File: src/sv/mfd_pkg.sv
// Package for the marker frame deframer: frame geometry, register indexes,
// reset values and the structs passed between modules. No dependencies.
`timescale 1ns / 1ps
`default_nettype none

package mfd_pkg;

    localparam int FRAME_LENGTH = 7;
    localparam int PAYLOAD_LEN  = 4;
    localparam int POS_W        = 3;
    localparam int BYTE_W       = 8;
    localparam int WORD_W       = PAYLOAD_LEN * BYTE_W;
    localparam int CFG_IDX_W    = 1;

    // frame positions: 0 is the start marker, 1..4 payload, then checksum, then end
    localparam logic [POS_W-1:0] POS_FIRST = POS_W'(1);
    localparam logic [POS_W-1:0] POS_PLAST = POS_W'(PAYLOAD_LEN);
    localparam logic [POS_W-1:0] POS_CHECK = POS_W'(FRAME_LENGTH - 2);
    localparam logic [POS_W-1:0] POS_LAST  = POS_W'(FRAME_LENGTH - 1);
    localparam logic [POS_W-1:0] POS_IDLE  = '0;

    localparam logic [BYTE_W-1:0] START_RESET = 8'h3C;
    localparam logic [BYTE_W-1:0] END_RESET   = 8'h3E;

    typedef enum logic [CFG_IDX_W-1:0] {
        CFG_START = 1'b0,
        CFG_END   = 1'b1
    } t_cfg_idx;

    typedef struct packed {
        logic              valid;
        logic [WORD_W-1:0] payload;
        logic              ok;
    } t_result;

    typedef struct packed {
        logic             in_frame;
        logic [POS_W-1:0] pos;
    } t_frame_status;

endpackage

`default_nettype wire

File: src/sv/mfd_frame.sv
// Frame tracker: position counter, payload and checksum store, result build.
// Depends on mfd_pkg.
`timescale 1ns / 1ps
`default_nettype none

module mfd_frame import mfd_pkg::*; (
    input  wire logic              i_clk,
    input  wire logic              i_rst_n,
    input  wire logic              i_adv,
    input  wire logic [BYTE_W-1:0] i_byte,
    input  wire logic [BYTE_W-1:0] i_start_byte,
    input  wire logic [BYTE_W-1:0] i_end_byte,
    output t_result                o_res,
    output t_frame_status          o_status
);

    logic                          r_in_frame, n_in_frame;
    logic [POS_W-1:0]              r_pos, n_pos;
    logic [PAYLOAD_LEN-1:0][BYTE_W-1:0] r_payload;
    logic [BYTE_W-1:0]             r_check;
    logic [BYTE_W-1:0]             w_xor;
    logic                          w_is_payload;
    logic                          w_is_check;
    logic [1:0]                    w_slot;

    assign w_is_payload = (r_pos >= POS_FIRST) && (r_pos <= POS_PLAST);
    assign w_is_check   = (r_pos == POS_CHECK);
    assign w_slot       = 2'(r_pos - POS_FIRST);

    always_comb begin
        w_xor = '0;
        for (int k = 0; k < PAYLOAD_LEN; k++) begin
            w_xor = w_xor ^ r_payload[k];
        end
    end

    always_comb begin
        n_in_frame    = r_in_frame;
        n_pos         = r_pos;
        o_res.valid   = 1'b0;
        o_res.payload = r_payload;
        o_res.ok      = (w_xor == r_check);
        if (i_adv) begin
            if (!r_in_frame) begin
                if (i_byte == i_start_byte) begin
                    n_in_frame = 1'b1;
                    n_pos      = POS_FIRST;
                end
            end else if (w_is_payload || w_is_check) begin
                n_pos = r_pos + POS_W'(1);
            end else begin
                // last byte; any stray position closes the frame too
                n_in_frame  = 1'b0;
                n_pos       = POS_IDLE;
                o_res.valid = (r_pos == POS_LAST) && (i_byte == i_end_byte);
            end
        end
    end

    always_ff @(posedge i_clk) begin
        if (!i_rst_n) begin
            r_in_frame <= 1'b0;
            r_pos      <= POS_IDLE;
        end else begin
            r_in_frame <= n_in_frame;
            r_pos      <= n_pos;
        end
    end

    always_ff @(posedge i_clk) begin
        if (i_adv && r_in_frame && w_is_payload) begin
            r_payload[w_slot] <= i_byte;
        end
        if (i_adv && r_in_frame && w_is_check) begin
            r_check <= i_byte;
        end
    end

    assign o_status.in_frame = r_in_frame;
    assign o_status.pos      = r_pos;

endmodule

`default_nettype wire

File: src/sv/mfd_out_reg.sv
// Result register for the output channel; holds a beat while stalled.
// Depends on mfd_pkg.
`timescale 1ns / 1ps
`default_nettype none

module mfd_out_reg import mfd_pkg::*; (
    input  wire logic              i_clk,
    input  wire logic              i_rst_n,
    input  wire logic              i_load,
    input  t_result                i_res,
    input  wire logic              i_stall,
    output logic                   o_ready,
    output logic                   o_valid,
    output logic [WORD_W-1:0]      o_payload,
    output logic                   o_ok
);

    logic              r_valid;
    logic [WORD_W-1:0] r_payload;
    logic              r_ok;

    assign o_ready = !r_valid || !i_stall;

    always_ff @(posedge i_clk) begin
        if (!i_rst_n) begin
            r_valid <= 1'b0;
        end else if (o_ready) begin
            r_valid <= i_load && i_res.valid;
        end
    end

    always_ff @(posedge i_clk) begin
        if (o_ready && i_load && i_res.valid) begin
            r_payload <= i_res.payload;
            r_ok      <= i_res.ok;
        end
    end

    assign o_valid   = r_valid;
    assign o_payload = r_payload;
    assign o_ok      = r_ok;

endmodule

`default_nettype wire

File: src/sv/marker_frame_deframer_xor_check.sv
// Top level of the marker frame deframer with XOR check: marker registers,
// input register, frame tracker and result register. Depends on mfd_pkg.
//
//  channel   direction  handshake               payload
//  rx        in         i_rx_valid/o_rx_stall   i_rx_byte[7:0]
//  res       out        o_res_valid/i_res_stall o_payload_bits[31:0], o_check_ok
//  cfg       in         i_cfg_we                i_cfg_index, i_cfg_wdata[7:0]
//
// One byte per cycle sustained while the result channel is not stalled. An accepted
// byte is held in the input register, is parsed, and its result (if any) is
// registered in the result register and driven on the result port from there.
// Synchronous active-low reset: idle, no frame open, markers 0x3C / 0x3E.
// A stalled result holds; input stalls only once the input register is full too.
`timescale 1ns / 1ps
`default_nettype none

module marker_frame_deframer_xor_check import mfd_pkg::*; (
    input  wire logic                 i_clk,
    input  wire logic                 i_rst_n,
    input  wire logic                 i_rx_valid,
    output logic                      o_rx_stall,
    input  wire logic [BYTE_W-1:0]    i_rx_byte,
    output logic                      o_res_valid,
    input  wire logic                 i_res_stall,
    output logic [WORD_W-1:0]         o_payload_bits,
    output logic                      o_check_ok,
    input  wire logic                 i_cfg_we,
    input  wire logic [CFG_IDX_W-1:0] i_cfg_index,
    input  wire logic [BYTE_W-1:0]    i_cfg_wdata
);

    logic [BYTE_W-1:0] r_start_byte;
    logic [BYTE_W-1:0] r_end_byte;
    logic              r_in_vld;
    logic [BYTE_W-1:0] r_in_byte;
    logic              w_out_ready;
    logic              w_adv;
    t_result           w_res;
    t_frame_status     w_status;

    always_ff @(posedge i_clk) begin
        if (!i_rst_n) begin
            r_start_byte <= START_RESET;
            r_end_byte   <= END_RESET;
        end else if (i_cfg_we) begin
            unique case (t_cfg_idx'(i_cfg_index))
                CFG_START: r_start_byte <= i_cfg_wdata;
                CFG_END:   r_end_byte   <= i_cfg_wdata;
                default:   ;
            endcase
        end
    end

    assign w_adv      = r_in_vld && w_out_ready;
    assign o_rx_stall = r_in_vld && !w_out_ready;

    always_ff @(posedge i_clk) begin
        if (!i_rst_n) begin
            r_in_vld <= 1'b0;
        end else if (!o_rx_stall) begin
            r_in_vld <= i_rx_valid;
        end
    end

    always_ff @(posedge i_clk) begin
        if (!o_rx_stall && i_rx_valid) begin
            r_in_byte <= i_rx_byte;
        end
    end

    mfd_frame u_frame (
        .i_clk        (i_clk),
        .i_rst_n      (i_rst_n),
        .i_adv        (w_adv),
        .i_byte       (r_in_byte),
        .i_start_byte (r_start_byte),
        .i_end_byte   (r_end_byte),
        .o_res        (w_res),
        .o_status     (w_status)
    );

    mfd_out_reg u_out (
        .i_clk     (i_clk),
        .i_rst_n   (i_rst_n),
        .i_load    (w_adv),
        .i_res     (w_res),
        .i_stall   (i_res_stall),
        .o_ready   (w_out_ready),
        .o_valid   (o_res_valid),
        .o_payload (o_payload_bits),
        .o_ok      (o_check_ok)
    );

    // idle means position zero; inside a frame the position never wraps
    a_pos_idle: assert property (@(posedge i_clk) disable iff (!i_rst_n)
        !w_status.in_frame |-> (w_status.pos == POS_IDLE))
        else $error("position not cleared while idle");

    a_pos_range: assert property (@(posedge i_clk) disable iff (!i_rst_n)
        w_status.in_frame |-> (w_status.pos >= POS_FIRST && w_status.pos <= POS_LAST))
        else $error("frame position out of range");

    // a result closes the frame and lands in the output register
    a_res_closes: assert property (@(posedge i_clk) disable iff (!i_rst_n)
        w_res.valid |=> (!w_status.in_frame && o_res_valid))
        else $error("result did not close frame or reach output");

    a_res_only_on_adv: assert property (@(posedge i_clk) disable iff (!i_rst_n)
        w_res.valid |-> (w_adv && $past(w_status.pos) != POS_LAST || w_status.pos == POS_LAST))
        else $error("result raised away from the last byte");

endmodule

`default_nettype wire

File: config.mk
export PLATFORM = sky130hd
export DESIGN_NAME = marker_frame_deframer_xor_check
export DESIGN_NICKNAME = d
export VERILOG_FILES = /design/src/sv/mfd_pkg.sv /design/src/sv/mfd_frame.sv /design/src/sv/mfd_out_reg.sv /design/src/sv/marker_frame_deframer_xor_check.sv
export SDC_FILE = /design/constraint.sdc
export NUM_CORES = 1
export LEC_CHECK = 0
export ABC_AREA = 1
export BUFFER_PORTS_ARGS = -buffer_cell sky130_fd_sc_hd__clkbuf_2
export CAP_MARGIN = 25
export CORE_MARGIN = 5
export CORE_UTILIZATION = 27
export DETAILED_ROUTE_END_ITERATION = 8
export SYNTH_ARGS = -nofsm -noshare
export SYNTH_HDL_FRONTEND = slang
export SYNTH_SLANG_ARGS = --single-unit
File: constraint.sdc
create_clock -name i_clk -period 4.1 [get_ports i_clk]
set_clock_uncertainty 0.15 [all_clocks]
set_input_delay 0.615 -clock i_clk [delete_from_list [all_inputs] [get_ports i_clk]]
set_output_delay 0.615 -clock i_clk [all_outputs]
set_load 0.005 [all_outputs]
==> qor.csv, run 1 <==
metric,value,unit
outcome,finished clean,
IO Count,57,
"Seq/Total Area, Yosys",0.677,
Worst-Skew Late Latency,0.35,ns
largest net degree at the start of global routing,34,
Root Driver,clkbuf_16,
drt drc,0,
Flop pwr share,0.533,
Worst Hold Launch,i_rx_byte[2],
PwrDens,426,nW/um2
final critical-path required period,2.38,ns
synthesized area per cell,11.4,um2
Core ar.,15300,um2
R2R Setup Slk,1.72,ns
share of total power in the clock network,0.432,
critical path arrival,2.23,ns
clock sink total,103,
maximum clock frequency,420,MHz
Yosys warning count,0,
routed len/inst,12.8,um
"Hold-fix buffers, CTS",0,
DRT iter0 DRCs,209,
Crit Path Max Fanout,33,
Int Pwr,0.00172,W
sw power,0.000457,W
Post-synth top flop,edfxtp_1,
Mapped Nets,399,
Layout area overhead,20.4,%
worst slew pin tran,0.756,ns
Die W,135,um
post-route ant nets,0,
number of buffers created by CTS,9,
Post-synth EDFFs,81,
global route overflow,0,
setup TNS,0,ns
Clock Path Buffers,2,
Logic pwr share,0.034,
Hold/Removal Path Class,input port to flop,
max_slew headroom,0.494,
number of global-route vias before repair,2676,
Crit Path Category,flop to flop,
RSZ-0062 raised after global routing,no,
global-route wire length before repair,13800,um
Switching Share,0.210,
CTS tree,yes,
Synth Register Bits,103,
worst r2r src,u_frame.r_pos[1],
# diodes,0,
critical path launch point,u_frame.r_pos[1],
DR vias,2665,
clock slew at reported path FFs,0.07,ns
LEAKAGE,2.09,nW
die area,18300,um2
Worst setup endpoint,u_out.o_payload[4],
placed cell areas,4770,um2
Async SR Flop Fraction,0,
"Data required, critical path",3.95,ns
Max Cap Violations,0,
"Slew Viols, Final",0,
type of origin of the critical path,flop,
drt first pass iters,4,
antenna violations before repair,0,
final setup violation count,0,
Final #Nets,463,
Syn Std Cell Area,4240,um2
Final period util,0.581,
setup bufs post-CTS,0,
ratio of cells with drive above 1 in the final layout,0.211,
Max VDD drop,0.194,mV
R2R Path End,u_out.o_payload[4],
CTS H-Tree Depth,3,
Mapped Cells,372,
synth unique cells,32,
post-route cell area,5110,um2
Worst Reg-to-Reg Cells,8,
final hold violations,0,
I/O Buffers,56,
Critical Path End Type,flop,
Detailed Place HPWL,6300,um
FP Rows,45,
GPL Wtd Cong,0.836,
total wire length,8340,um
vias per cell,4.09,
starting density of the core,0.277,
Die Ht,135,um
Total GRT Usage,0.0965,
PostCTS Resize Cnt,0,
-- worst min-delay path by stage --
stage                           to  slack [ns]  depth (start not counted)
2_1_floorplan        r_end_byte[7]        0.29                          2
3_3_place_gp   u_out.o_payload[24]        0.31                          0
3_5_place_dp       r_start_byte[6]        0.31                          2
4_1_cts               r_in_byte[2]        0.28                          1
5_1_grt               r_in_byte[4]        0.28                          1
6_report              r_in_byte[2]        0.29                          1
-- cell families (layout without fill, tap and decap cells) --
family | Yosys count | after routing | share of synthesized area
compound gates | 30 | 30 | 0.0431
buf+inv | 57 | 126 | 0.0549
flops | 103 | 103 | 0.677
xor+xnor | 23 | 23 | 0.0475
fa+ha+maj | 5 | 5 | 0.0147
simple gates | 154 | 154 | 0.163
-- worst max-delay path: stages (launching register included) --
cell,delay [ns]
dfxtp_1,0.40
inv_1,0.10
ha_1,0.20
inv_1,0.09
nand3_1,0.10
o21ai_2,0.16
nand2_2,0.14
nor4_4,0.26
buf_4,0.40
-- cell type report --
class	instances	area (um2)
sequential	103	2870
clock buffer	9	225
inverter	53	201
fill	1535	10200
tap	211	264
clock inverter	7	111
multi-input combinational	212	1140
timing repair buffer	57	288
-- routing by layer --
metal	vias up	GRT usage	part of all wire
met1	1215	0.125	0.47
met3	13	0.0319	0.065
li1	1370	-	-
met4	0	0.0370	0.017
met5	-	0	0
met2	67	0.150	0.45
-- synth_stat cells (4+ instances only) --
cell type	instances	share of area
xor2_1	14	0.029
a21oi_1	9	0.011
o21ai_0	5	0.0059
nand3_1	10	0.012
xnor2_1	9	0.019
nand2_1	90	0.080
nand3b_1	6	0.011
ha_1	5	0.015
o21ai_1	4	0.0047
nor2_1	26	0.023
nor2_2	7	0.010
inv_1	49	0.043
dfxtp_1	22	0.10
nand4_1	4	0.0059
o211ai_1	9	0.016
edfxtp_1	81	0.57
-- placed cells by master, fill, tap and decap left out, drive strengths merged --
master / instances
nand2: 93
edfxtp: 81
clkbuf: 65
inv: 57
nor2: 34
dfxtp: 22
xor2: 14
nand3: 10
a21oi: 10
o21ai: 10
xnor2: 9
o211ai: 9
nand3b: 6
ha: 5
nand4: 5
nor3b: 2
bufinv: 2
or2: 2
nor4: 1
a211oi: 1
nor3: 1
clkinv: 1
buf: 1
-- registers in the layout, summed over array words and instances (netlist names) --
register and count:
r_start_byte 8, r_in_vld 1, u_frame.r_in_frame 1, u_out.o_ok 1
u_out.o_valid 1, u_frame.r_check 8, u_frame.o_res 32, r_end_byte 8
r_in_byte 8, u_frame.r_pos 3, u_out.o_payload 32
-- per-stage QoR --
step / total power (W) / worst slack [ns] / hold slack, ns / std cells / utilization
floorplan: 0.00123 / 0.533 / 0.293 / 372 / -
global placement: 0.00126 / 1.81 / 0.311 / 636 / 0.312
detailed placement: 0.00126 / 1.71 / 0.315 / 636 / 0.312
CTS: 0.00220 / 1.69 / 0.282 / 652 / 0.333
global route: 0.00226 / 1.54 / 0.284 / 652 / 0.333
finish: 0.00218 / 1.72 / 0.291 / 652 / 0.333
-- power groups by stage --
stage | clock network, W | registers [W] | logic (W)
5_1_grt | 0.00100 | 0.00117 | 0.0000869
3_5_place_dp | 0 | 0.00119 | 0.0000745
2_1_floorplan | 0 | 0.00118 | 0.0000532
4_1_cts | 0.000963 | 0.00116 | 0.0000750
6_report | 0.000941 | 0.00116 | 0.0000747
3_3_place_gp | 0 | 0.00118 | 0.0000738
Note: power is estimated with default switching activity, not from simulation.
==> run 2, diff against run 1 <==
Settings changed: ABC_AREA 1 to 0.
Clock period 4.1 ns to 2.4 ns, I/O delays scaled along.
==> qor.csv, run 2 <==
metric,value,unit,change
GPL Wtd Cong,0.773,,-7.5%
worst slew pin tran,0.562,ns,-0.194 ns
critical path arrival,2.26,ns,+0.03 ns
Yosys top cell area share,0.628,,+0.0543
Max VDD drop,0.393,mV,+100%
Die W,130,um,-4.1%
outcome,finished clean,,
maximum clock frequency,425,MHz,+1.3%
Post-synth EDFFs,81,,unchanged
clock slew at reported path FFs,0.07,ns,about the same
placed cell areas,4490,um2,-6.0%
"Hold-fix buffers, CTS",0,,unchanged
routed len/inst,14.1,um,+9.8%
Layout area overhead,24.3,%,
largest net degree at the start of global routing,27,,-21%
DRT iter0 DRCs,97,,-54%
CTS tree,yes,,
Post-synth top flop,edfxtp_1,,
I/O Buffers,56,,unchanged
post-route ant nets,0,,unchanged
most numerous cell in the Yosys netlist,edfxtp_1,,
Clock Path Buffers,2,,unchanged
Synth area leader,edfxtp_1,,
global-route wire length before repair,11400,um,-17%
CTS H-Tree Depth,3,,unchanged
clock sink total,103,,unchanged
Final period util,0.980,,+0.399
post-route cell area,4820,um2,-5.7%
ratio of cells with drive above 1 in the final layout,0.282,,+0.0706
Async SR Flop Fraction,0,,unchanged
LEAKAGE,1.75,nW,-16%
number of global-route vias before repair,2175,,-19%
Hold WS,0.0409,ns,-0.250 ns
commonest cells in the netlist,"edfxtp_1, nand2_1, xnor2_1",,
Mapped Nets,287,,-28%
"Slew Viols, Final",0,,unchanged
Core ar.,14000,um2,-8.7%
drt first pass iters,4,,unchanged
type of origin of the critical path,flop,,
worst r2r src,u_frame.r_pos[0],,
number of buffers created by CTS,9,,unchanged
Total GRT Usage,0.0911,,-0.00546
Crit Path Max Fanout,13,,-61%
synth unique cells,29,,-9.4%
Critical Path End Type,flop,,
FP Rows,43,,-4.4%
final critical-path required period,2.35,ns,-0.0298 ns
PwrDens,729,nW/um2,+71%
Max Cap Violations,0,,unchanged
Syn Std Cell Area,3870,um2,-8.6%
fill count,1400,,-8.8%
"top cells by area, synth","edfxtp_1, dfxtp_1, xnor2_1, xor2_1, nand2_1",,
starting density of the core,0.277,,about the same
# diodes,0,,unchanged
antenna violations before repair,0,,unchanged
Worst Hold Launch,i_rx_byte[4],,
drt drc,0,,unchanged
Detailed Place HPWL,5420,um,-14%
Hold/Removal Path Class,input port to flop,,
Yosys warning count,0,,unchanged
"Seq/Total Area, Yosys",0.741,,+0.0641
die area,16800,um2,-8.0%
Mapped Cells,260,,-30%
RSZ-0062 raised after global routing,yes,,
IO Count,57,,unchanged
Worst-Skew Late Latency,0.34,ns,about the same
synthesized area per cell,14.9,um2,+31%
total wire length,7320,um,-12%
Crit Path Category,flop to flop,,
Root Driver,clkbuf_16,,
max_slew headroom,0.625,,+0.131
DR vias,2120,,-20%
final setup violation count,0,,unchanged
"most common cell after layout, fill and taps aside",edfxtp_1,,
"Data required, critical path",2.31,ns,-1.64 ns
vias per cell,4.07,,-0.45%
most frequent cells in the layout,"edfxtp_1, clkbuf_2, nand2_1",,
final hold violations,0,,unchanged
Synth Register Bits,103,,unchanged
Final #Nets,363,,-22%
critical path launch point,u_frame.r_pos[0],,
Die Ht,130,um,-4.1%
global route overflow,0,,unchanged
## run 2: what timing repair did
action,CTS,global route
setup endpoints to repair,0,33
setup buffers,0,1
resized for setup,0,1
hold endpoints to repair,0,0
## run 2: cell type report
type / instances / area, um2 / area share
sequential: 103 / 2880 / 0.597
multi-input combinational: 147 / 977 / 0.203
timing repair buffer: 71 / 423 / 0.0878
clock buffer: 10 / 229 / 0.0475
tap: 180 / 225 / 0.0467
clock inverter: 6 / 67.6 / 0.0140
inverter: 4 / 18.8 / 0.00390
## run 2: final timing paths
path / to / slack [ns] / depth (start not counted)
setup / recovery: u_out.o_payload[17] / 0.05 / 6
hold / removal: r_in_byte[4] / 0.04 / 1
setup reg to reg: u_out.o_payload[17] / 0.05 / 6
hold reg to reg: u_out.o_payload[17] / 0.32 / 0
## run 2: power breakdown
group          switching (W)  internal, W  total (W)
Sequential         0.0000212      0.00194    0.00197
Combinational      0.0000716    0.0000561   0.000128
Clock               0.000604     0.000813    0.00142
Total               0.000697      0.00281    0.00351
## run 2: cells by family after synthesis
logic type | after synthesis | share of synthesized area
adders and majority gates | 5 | 0.0161
and+or+nand+nor | 76 | 0.0953
xor gates and xnor gates | 48 | 0.108
DFF | 103 | 0.741
buffers and inverters | 10 | 0.00969
AOI/OAI and AO/OA | 18 | 0.0291
## run 2: critical path, cell delays in order, from the launching register on
cell        delay [ns]
dfxtp_4           0.37
ha_4              0.17
or4_4             0.43
o21a_1            0.14
or4_4             0.45
clkinvlp_4        0.16
clkbuf_16         0.18
## run 2: routing by layer
metal	routed length, um	GRT usage	up-vias
met3	628	0.0385	7
met5	0	0	-
met1	3190	0.111	968
met2	3410	0.146	71
li1	-	-	1074
met4	101	0.0293	0
## run 2: through the flow
stage	power (W)	TNS [ns]	std cells	setup WS [ns]	util
finish	0.00351	0	521	0.0490	0.344
detailed placement	0.00214	0	503	0.0368	0.321
global placement	0.00213	0	503	0.102	0.321
floorplan	0.00207	-1.50	260	-0.0454	-
CTS	0.00356	0	519	0.0166	0.342
global route	0.00367	-0.285	521	-0.0162	0.344
